===== config.mk =====
export PLATFORM = sky130hd
export DESIGN_NAME = backtrack_snapshot_stack_top
export DESIGN_NICKNAME = d
export VERILOG_FILES = /design/src/hw/rtl/bss_pkg.sv /design/src/hw/rtl/bss_ctrl.sv /design/src/hw/rtl/bss_datapath.sv /design/src/hw/rtl/backtrack_snapshot_stack_top.sv
export SDC_FILE = /design/constraint.sdc
export NUM_CORES = 1
export LEC_CHECK = 0
export ABC_AREA = 1
export BUFFER_PORTS_ARGS = -buffer_cell sky130_fd_sc_hd__buf_4
export CAP_MARGIN = 40
export CORE_UTILIZATION = 40
export CTS_CLUSTER_SIZE = 24
export DETAILED_ROUTE_END_ITERATION = 10
export PLACE_DENSITY_LB_ADDON = 0.15
export SLEW_MARGIN = 25
export SYNTH_ARGS = -nofsm -noshare
export SYNTH_HDL_FRONTEND = slang
export SYNTH_SLANG_ARGS = --single-unit

===== constraint.sdc =====
create_clock -name clk -period 7.78 [get_ports clk]
set_input_delay 0.778 -clock clk [delete_from_list [all_inputs] [get_ports clk]]
set_output_delay 0.778 -clock clk [all_outputs]
set_load 0.005 [all_outputs]

===== src/hw/rtl/bss_pkg.sv =====
// Shared definitions for the snapshot stack block: widths, codes and the
// command/status structs between controller and datapath. No dependencies.
package bss_pkg;

  localparam int BSS_MAX_ENTRIES = 16;
  localparam int BSS_TOKEN_BITS  = 32;
  localparam int RETRY_W         = 16;
  localparam int DLIM_W          = 5;
  localparam int FUNC_W          = 2;
  localparam int CFG_IDX_W       = 2;
  localparam int CFG_DATA_W      = 16;

  localparam logic [CFG_IDX_W-1:0] CFG_RETRY_BUDGET = 2'd0;
  localparam logic [CFG_IDX_W-1:0] CFG_DEPTH_LIMIT  = 2'd1;

  typedef enum logic [FUNC_W-1:0] {
    FUNC_PUSH      = 2'd0,
    FUNC_DRAW      = 2'd1,
    FUNC_SIDE_PUSH = 2'd2,
    FUNC_MERGE     = 2'd3
  } func_t;

  typedef struct packed {
    logic load_in;
    logic main_push;
    logic push_src_side;
    logic side_push;
    logic side_clear;
    logic stk_rd;
    logic ret_dec;
    logic pop;
    logic mrg_start;
    logic mrg_step;
    logic res_load;
    logic res_tok;
  } bss_cmd_t;

  typedef struct packed {
    func_t func;
    logic  stk_empty;
    logic  pop_empties;
    logic  side_empty;
    logic  ret_nz;
    logic  mrg_last;
    logic  out_free;
  } bss_sts_t;

endpackage


===== src/hw/rtl/bss_ctrl.sv =====
// Controller state machine of the snapshot stack block.
// Depends on bss_pkg; drives bss_datapath through bss_cmd_t only.
module bss_ctrl
  import bss_pkg::*;
(
  input  logic     clk,
  input  logic     rst_n,
  input  logic     in_tvalid,
  output logic     in_tready,
  input  bss_sts_t sts,
  output bss_cmd_t cmd
);

  typedef enum logic [4:0] {
    ST_IDLE = 5'b00001,
    ST_EXEC = 5'b00010,
    ST_DCHK = 5'b00100,
    ST_DNXT = 5'b01000,
    ST_MRG  = 5'b10000
  } state_t;

  state_t state_r, state_nxt;

  always_ff @(posedge clk) begin
    if (!rst_n) begin
      state_r <= ST_IDLE;
    end else begin
      state_r <= state_nxt;
    end
  end

  assign in_tready = (state_r == ST_IDLE);

  always_comb begin
    cmd       = '0;
    state_nxt = state_r;
    unique case (state_r)
      ST_IDLE: begin
        if (in_tvalid) begin
          cmd.load_in = 1'b1;
          state_nxt   = ST_EXEC;
        end
      end
      ST_EXEC: begin
        unique case (sts.func)
          FUNC_PUSH: begin
            if (sts.out_free) begin
              cmd.main_push = 1'b1;
              cmd.res_load  = 1'b1;
              state_nxt     = ST_IDLE;
            end
          end
          FUNC_SIDE_PUSH: begin
            if (sts.out_free) begin
              cmd.side_push = 1'b1;
              cmd.res_load  = 1'b1;
              state_nxt     = ST_IDLE;
            end
          end
          FUNC_DRAW: begin
            if (sts.stk_empty) begin
              if (sts.out_free) begin
                cmd.res_load = 1'b1;
                state_nxt    = ST_IDLE;
              end
            end else begin
              cmd.stk_rd = 1'b1;
              state_nxt  = ST_DCHK;
            end
          end
          FUNC_MERGE: begin
            if (sts.side_empty) begin
              if (sts.out_free) begin
                cmd.side_clear = 1'b1;
                cmd.res_load   = 1'b1;
                state_nxt      = ST_IDLE;
              end
            end else begin
              cmd.mrg_start = 1'b1;
              state_nxt     = ST_MRG;
            end
          end
          default: ;
        endcase
      end
      ST_DCHK: begin
        if (sts.ret_nz) begin
          if (sts.out_free) begin
            cmd.ret_dec  = 1'b1;
            cmd.res_load = 1'b1;
            cmd.res_tok  = 1'b1;
            state_nxt    = ST_IDLE;
          end
        end else if (sts.pop_empties) begin
          if (sts.out_free) begin
            cmd.pop      = 1'b1;
            cmd.res_load = 1'b1;
            state_nxt    = ST_IDLE;
          end
        end else begin
          cmd.pop    = 1'b1;
          cmd.stk_rd = 1'b1;
          state_nxt  = ST_DNXT;
        end
      end
      ST_DNXT: begin
        if (sts.out_free) begin
          cmd.res_load = 1'b1;
          cmd.res_tok  = 1'b1;
          state_nxt    = ST_IDLE;
        end
      end
      ST_MRG: begin
        if (sts.mrg_last) begin
          if (sts.out_free) begin
            cmd.main_push     = 1'b1;
            cmd.push_src_side = 1'b1;
            cmd.side_clear    = 1'b1;
            cmd.res_load      = 1'b1;
            state_nxt         = ST_IDLE;
          end
        end else begin
          cmd.main_push     = 1'b1;
          cmd.push_src_side = 1'b1;
          cmd.mrg_step      = 1'b1;
        end
      end
      default: state_nxt = ST_IDLE;
    endcase
  end

endmodule


===== src/hw/rtl/bss_datapath.sv =====
// Datapath of the snapshot stack block: config registers, stack and side
// memories, pointers, fill counts and the output register. Depends on bss_pkg.
module bss_datapath
  import bss_pkg::*;
#(
  parameter int MAX_ENTRIES = BSS_MAX_ENTRIES,
  parameter int TOKEN_BITS  = BSS_TOKEN_BITS
) (
  input  logic                            clk,
  input  logic                            rst_n,
  input  logic                            cfg_valid,
  input  logic [CFG_IDX_W-1:0]            cfg_index,
  input  logic [CFG_DATA_W-1:0]           cfg_data,
  input  logic [((TOKEN_BITS+7)/8)*8-1:0] in_tdata,
  input  logic [FUNC_W-1:0]               in_tuser,
  input  bss_cmd_t                        cmd,
  output bss_sts_t                        sts,
  output logic                            out_tvalid,
  input  logic                            out_tready,
  output logic [((TOKEN_BITS+8)/8)*8-1:0] out_tdata,
  output logic                            out_tuser
);

  localparam int IDX_W = (MAX_ENTRIES > 1) ? $clog2(MAX_ENTRIES) : 1;
  localparam int CNT_W = $clog2(MAX_ENTRIES + 1);
  localparam int CMP_W = (CNT_W + 1 > DLIM_W) ? CNT_W + 1 : DLIM_W;
  localparam int OUT_W = ((TOKEN_BITS + 8) / 8) * 8;

  function automatic logic [IDX_W-1:0] slot_below(input logic [IDX_W-1:0] i);
    if (i == '0) return IDX_W'(MAX_ENTRIES - 1);
    return i - 1'b1;
  endfunction

  function automatic logic [IDX_W-1:0] slot_above(input logic [IDX_W-1:0] i);
    if (i == IDX_W'(MAX_ENTRIES - 1)) return '0;
    return i + 1'b1;
  endfunction

  function automatic logic [CNT_W-1:0] capped_inc(input logic [CNT_W-1:0] c,
                                                  input logic [CMP_W-1:0] lim);
    logic [CMP_W-1:0] inc;
    inc = CMP_W'(c) + 1'b1;
    if (inc > lim) return c;
    return CNT_W'(inc);
  endfunction

  logic [RETRY_W-1:0]    retry_r;
  logic [DLIM_W-1:0]     dlim_r;
  logic [CMP_W-1:0]      eff_lim;

  logic [TOKEN_BITS-1:0] stk_tok_mem [MAX_ENTRIES];
  logic [RETRY_W-1:0]    stk_ret_mem [MAX_ENTRIES];
  logic [TOKEN_BITS-1:0] side_mem    [MAX_ENTRIES];

  logic [IDX_W-1:0]      stk_top_r, stk_top_nxt;
  logic [CNT_W-1:0]      stk_cnt_r, stk_cnt_nxt;
  logic [IDX_W-1:0]      side_top_r, side_top_nxt;
  logic [CNT_W-1:0]      side_cnt_r, side_cnt_nxt;
  logic [IDX_W-1:0]      mrg_idx_r, mrg_idx_nxt;
  logic [CNT_W-1:0]      mrg_left_r, mrg_left_nxt;

  func_t                 func_r;
  logic [TOKEN_BITS-1:0] tok_in_r;
  logic [TOKEN_BITS-1:0] tok_rd_q;
  logic [RETRY_W-1:0]    ret_rd_q;
  logic [TOKEN_BITS-1:0] side_rd_q;
  logic [TOKEN_BITS-1:0] push_tok;

  logic                  out_valid_r;
  logic                  out_tv_r;
  logic [TOKEN_BITS-1:0] out_tok_r;
  logic                  out_cb_r;
  logic                  out_free;

  assign eff_lim = (CMP_W'(dlim_r) > CMP_W'(MAX_ENTRIES)) ? CMP_W'(MAX_ENTRIES)
                                                         : CMP_W'(dlim_r);
  assign push_tok = cmd.push_src_side ? side_rd_q : tok_in_r;
  assign out_free = !out_valid_r || out_tready;

  always_comb begin
    stk_top_nxt = stk_top_r;
    stk_cnt_nxt = stk_cnt_r;
    if (cmd.main_push) begin
      stk_top_nxt = slot_below(stk_top_r);
      stk_cnt_nxt = capped_inc(stk_cnt_r, eff_lim);
    end else if (cmd.pop) begin
      stk_top_nxt = slot_above(stk_top_r);
      stk_cnt_nxt = stk_cnt_r - 1'b1;
    end
  end

  always_comb begin
    side_top_nxt = side_top_r;
    side_cnt_nxt = side_cnt_r;
    if (cmd.side_clear) begin
      side_top_nxt = '0;
      side_cnt_nxt = '0;
    end else if (cmd.side_push) begin
      side_top_nxt = slot_below(side_top_r);
      side_cnt_nxt = capped_inc(side_cnt_r, eff_lim);
    end
  end

  always_comb begin
    mrg_idx_nxt  = mrg_idx_r;
    mrg_left_nxt = mrg_left_r;
    if (cmd.mrg_start) begin
      mrg_idx_nxt  = side_top_r;
      mrg_left_nxt = side_cnt_r;
    end else if (cmd.mrg_step) begin
      mrg_idx_nxt  = slot_above(mrg_idx_r);
      mrg_left_nxt = mrg_left_r - 1'b1;
    end
  end

  always_ff @(posedge clk) begin
    if (!rst_n) begin
      retry_r     <= '0;
      dlim_r      <= '0;
      stk_top_r   <= '0;
      stk_cnt_r   <= '0;
      side_top_r  <= '0;
      side_cnt_r  <= '0;
      mrg_idx_r   <= '0;
      mrg_left_r  <= '0;
      out_valid_r <= 1'b0;
    end else begin
      if (cfg_valid) begin
        case (cfg_index)
          CFG_RETRY_BUDGET: retry_r <= cfg_data[RETRY_W-1:0];
          CFG_DEPTH_LIMIT:  dlim_r  <= cfg_data[DLIM_W-1:0];
          default: ;
        endcase
      end
      stk_top_r  <= stk_top_nxt;
      stk_cnt_r  <= stk_cnt_nxt;
      side_top_r <= side_top_nxt;
      side_cnt_r <= side_cnt_nxt;
      mrg_idx_r  <= mrg_idx_nxt;
      mrg_left_r <= mrg_left_nxt;
      if (cmd.res_load) begin
        out_valid_r <= 1'b1;
      end else if (out_tready) begin
        out_valid_r <= 1'b0;
      end
    end
  end

  always_ff @(posedge clk) begin
    if (cmd.load_in) begin
      func_r   <= func_t'(in_tuser);
      tok_in_r <= in_tdata[TOKEN_BITS-1:0];
    end
    if (cmd.main_push) begin
      stk_tok_mem[stk_top_nxt] <= push_tok;
      stk_ret_mem[stk_top_nxt] <= retry_r;
    end else if (cmd.ret_dec) begin
      stk_ret_mem[stk_top_nxt] <= ret_rd_q - 1'b1;
    end
    if (cmd.stk_rd) begin
      tok_rd_q <= stk_tok_mem[stk_top_nxt];
      ret_rd_q <= stk_ret_mem[stk_top_nxt];
    end
    if (cmd.side_push) begin
      side_mem[side_top_nxt] <= tok_in_r;
    end
    if (cmd.mrg_start || cmd.mrg_step) begin
      side_rd_q <= side_mem[mrg_idx_nxt];
    end
    if (cmd.res_load) begin
      out_tv_r  <= cmd.res_tok;
      out_tok_r <= cmd.res_tok ? tok_rd_q : '0;
      out_cb_r  <= (stk_cnt_nxt != '0);
    end
  end

  assign sts.func        = func_r;
  assign sts.stk_empty   = (stk_cnt_r == '0);
  assign sts.pop_empties = (stk_cnt_r == CNT_W'(1));
  assign sts.side_empty  = (side_cnt_r == '0);
  assign sts.ret_nz      = (ret_rd_q != '0);
  assign sts.mrg_last    = (mrg_left_r == CNT_W'(1));
  assign sts.out_free    = out_free;

  assign out_tvalid = out_valid_r;
  assign out_tuser  = out_tv_r;
  assign out_tdata  = OUT_W'({out_cb_r, out_tok_r});

endmodule


===== src/hw/rtl/backtrack_snapshot_stack_top.sv =====
// Top level of the snapshot stack block; ties bss_ctrl to bss_datapath.
// Push and side push: the result is loaded once the output register is free.
// Draw: reads the top entry unless empty; a pop to a new top also reads the next entry.
// Merge of N side entries: one side-memory read per entry.
// Result sits in an output register; the next item is taken once it is loaded.
// Reset (synchronous, rst_n low): both stacks empty, both registers zero.
module backtrack_snapshot_stack_top
  import bss_pkg::*;
#(
  parameter int MAX_ENTRIES = BSS_MAX_ENTRIES,
  parameter int TOKEN_BITS  = BSS_TOKEN_BITS
) (
  input  logic                            clk,
  input  logic                            rst_n,
  input  logic                            cfg_valid,
  output logic                            cfg_ready,
  input  logic [CFG_IDX_W-1:0]            cfg_index,
  input  logic [CFG_DATA_W-1:0]           cfg_data,
  input  logic                            in_tvalid,
  output logic                            in_tready,
  // snapshot_token
  input  logic [((TOKEN_BITS+7)/8)*8-1:0] in_tdata,
  // func
  input  logic [FUNC_W-1:0]               in_tuser,
  output logic                            out_tvalid,
  input  logic                            out_tready,
  // token_out, can_backtrack
  output logic [((TOKEN_BITS+8)/8)*8-1:0] out_tdata,
  // token_valid
  output logic                            out_tuser
);

  bss_cmd_t cmd;
  bss_sts_t sts;

  assign cfg_ready = 1'b1;

  bss_ctrl u_ctrl (
    .clk       (clk),
    .rst_n     (rst_n),
    .in_tvalid (in_tvalid),
    .in_tready (in_tready),
    .sts       (sts),
    .cmd       (cmd)
  );

  bss_datapath #(
    .MAX_ENTRIES (MAX_ENTRIES),
    .TOKEN_BITS  (TOKEN_BITS)
  ) u_datapath (
    .clk        (clk),
    .rst_n      (rst_n),
    .cfg_valid  (cfg_valid),
    .cfg_index  (cfg_index),
    .cfg_data   (cfg_data),
    .in_tdata   (in_tdata),
    .in_tuser   (in_tuser),
    .cmd        (cmd),
    .sts        (sts),
    .out_tvalid (out_tvalid),
    .out_tready (out_tready),
    .out_tdata  (out_tdata),
    .out_tuser  (out_tuser)
  );

endmodule

==> impl_metrics.toml <==
[synth]
syn_area_per_cell_um2 = 11.1
ys_seq_elements = 1482
syn_inst = 5710
async_flop_share_pct = 0
syn_area_um2 = 63100
yosysUniqueCellTypes = 41
synth_warnings = 0
seq_area_frac_synth_pct = 69.6
synth_top_area_share_pct = 67.9
synth_flop_cell = "edfxtp_1"
synthTopCellsByArea = "edfxtp_1 (68%), nand2_1 (12%), nand3_1 (6.4%)"
synth_edf_count = 1428
synth_top_cell_by_area = "edfxtp_1"

[clock_tree]
cts.htree.levels = 4
ctsHoldBuffers = 0
cts_sinks = 1482
tritoncts = "yes"
cts-resized-gates = 0
clock_latency_ps = 800
clk_path_buf_depth = 3
clockRootBuffer = "clkbuf_16"
clkTransAtPathRegs_ps = 60
numCtsBuffers = 162
cts_setup_buffers = 0

[layout]
drive_gt1_share_pct = 9.95
final_core_util_pct = 45.8
final_cell_mix = "nand2_1 (1,983), edfxtp_1 (1,428), nand3_1 (809), inv_1 (415), o211ai_1 (227)"
final_common_cell = "nand2_1"
layoutNonFillerInstCount = 7930
nets = 5831
area.growth.synth_to_final_pct = 13.4

[floorplan]
num_io_pins = 101
core_um2 = 156000
die_area_um2 = 159000
rows = 145
start_util_pct = 40.4
die_x_um = 399
die_h_um = 399

[sta]
setup_ws_ps = 3440
tns_ps = 0
finalCriticalPeriod_ps = 4340
fmax_ghz = 0.230
hold_viol = 0
rsz0062_at_grt = "no"
skew_ps = 32.3
relSlewSlack_pct = 33.8
drv_slew = 0
setup_viol = 0
worst_pin_slew_ps = 993
finalCritPeriodShare_pct = 55.8

[route]
wl_per_cell_um = 20.9
num_vias = 40798
viasPerCell = 5.14
drc = 0
ant_nets = 0
drt_iter0_drc = 3358
wirelength_um = 166000
dr.pass1.iters = 5

[outcome]
status = "completed"

[hold_path]
hold_path_depth = 1
hold_class = "input port to register"

[place]
place_inst = 7641
gp_congestion = 0.781
port_buffers = 92
post-place-ws_ps = 2070
dp_hpwl_um = 84600

[worst_setup_path]
cp_common_cell = "nand2_1"
cp.depth = 22
critPathSlowestCell = "buf_12"
worstPathRequired_ps = 8400
cp_max_fo = 129
startpoint_type = "register"
path_buf_inv = 7
reg2reg_depth = 22
path_class = "register to register"
path_cells = "inv_1 -> ha_1 -> inv_1 -> nor2_1 -> nand2_1 -> nor2_1 -> nand2_1 -> nor2_4 -> nand2_1 -> nand3_4 -> buf_16 -> buf_12 -> buf_4 -> buf_12 -> nand3_1 -> nand2_1 -> nand2_1 -> nand2_1 -> nand2_1 -> nand2_1 -> inv_2 -> nand2_1"
crit_path_end_kind = "register"
worst_path_dominant_cell_family = "simple AND/OR/NAND/NOR gates"
arrival_ps = 4960
critPathMaxStageDelay_ps = 460

[power]
ir_drop_mv = 0.249
switching_share_pct = 21.8
switching_power_mw = 3.75
p_int_mw = 13.5
p_clk_share_pct = 43.6
pwr-share-seq_pct = 52.1
total_power_mw = 17.2
p_per_area_nw_per_um2 = 240
comb_power_share_pct = 4.3
leakage_nw = 27.2

[flow_run]
max_cap_viol_count = 0

[global_route]
grt_overflow = 0
grt_pass1_wl_um = 252000
grt_pass1_vias = 40174
antenna_found_initial = 6
grt_max_degree = 168
track_usage_pct = 21.0
==> through the flow <==
step | cell area [µm²] | hold WS, ps
after detailed placement | 66400 | 462
final | 71600 | 155
after global placement | 66000 | 445
after CTS | 71500 | 94.3
after floorplan | 63200 | 430
after global routing | 71600 | 114
==> final cells by class <==
class	instances	area, µm²
repair buffers	215	2020
clock inverters	77	748
clock buffers	208	4400
flip-flops and latches	1482	44000
diodes	1	2.50
well taps	2058	2570
multi-input cells	3442	16200
fillers	14345	84800
inverters	447	1690
==> cell usage after synthesis, types with 2 or more instances <==
master,instances
xnor2_1,4
buf_4,27
nand2_2,10
nor2_4,6
xor2_1,17
buf_2,260
dfxtp_1,54
a31oi_1,9
nand2_1,1985
nand4_1,8
nand3b_1,2
nor2_1,149
or2_2,2
clkbuf_1,40
conb_1,2
mux2_2,32
nor2_2,5
inv_1,418
nand3_2,2
nor3_1,44
o21ai_1,7
a21oi_1,25
nand3_1,810
inv_2,29
edfxtp_1,1428
nand2_4,4
nor4_1,5
ha_1,24
o21ai_0,46
buf_6,7
o211ai_1,227
buf_1,11
a211oi_1,3
==> worst reg2reg max path: stages (launching register included) <==
cell      delay, ps
edfxtp_1        420
inv_1           120
ha_1            160
inv_1            50
nor2_1          110
nand2_1          70
nor2_1           90
nand2_1         220
nor2_4          330
nand2_1         160
nand3_4         180
buf_16          280
buf_12          470
buf_4           480
buf_12          280
nand3_1         150
nand2_1         110
nand2_1          50
nand2_1          90
nand2_1          50
nand2_1         100
inv_2            40
nand2_1         140
==> final timing paths <==
check / startpoint / endpoint / slack [ps]
setup / recovery: u_datapath.ret_rd_q[0] / u_datapath.ret_rd_q[11] / 3440
hold / removal: in_tdata[10] / u_datapath.tok_in_r[10] / 160
setup reg to reg: u_datapath.ret_rd_q[0] / u_datapath.ret_rd_q[11] / 3440
hold reg to reg: u_datapath.dlim_r[0] / u_datapath.dlim_r[0] / 460
==> power groups by stage <==
stage | clock network, mW | logic, mW | registers [mW]
final | 7.50 | 0.744 | 8.97
after global routing | 7.98 | 0.831 | 8.98
after CTS | 7.68 | 0.749 | 8.97
after detailed placement | 0 | 0.746 | 9.14
after global placement | 0 | 0.721 | 9.14
after floorplan | 0 | 0.436 | 9.11
==> logic make-up (layout without fill, tap and decap cells) <==
kind of cell | after synthesis | count (layout) | synth area share [%]
simple gates | 3035 | 3035 | 20.0
flops | 1482 | 1482 | 69.6
buf+inv | 792 | 947 | 5.47
compound gates | 322 | 322 | 3.53
mux | 32 | 32 | 0.571
fa+ha+maj | 24 | 24 | 0.476
xor+xnor | 21 | 21 | 0.291
other cells | 2 | 9 | 0.0119
==> metal layers <==
layer  global-route usage (%)  vias up  wire (µm)
met5                        0        -          7
met4                     6.03        2       3800
met3                     2.88      237       8100
met2                     34.5      973      78500
met1                     29.0    19997      75500
li1                         -    19589          -
==> registers in the layout (all words and copies together) (netlist names), 16 cells and up <==
register,count
u_datapath.stk_tok_mem,512
u_datapath.out_tok_r,32
u_datapath.tok_in_r,32
u_datapath.ret_rd_q,16
u_datapath.tok_rd_q,32
u_datapath.side_rd_q,32
u_datapath.retry_r,16
u_datapath.stk_ret_mem,256
u_datapath.side_mem,512
(Power assumes the default switching activity.)
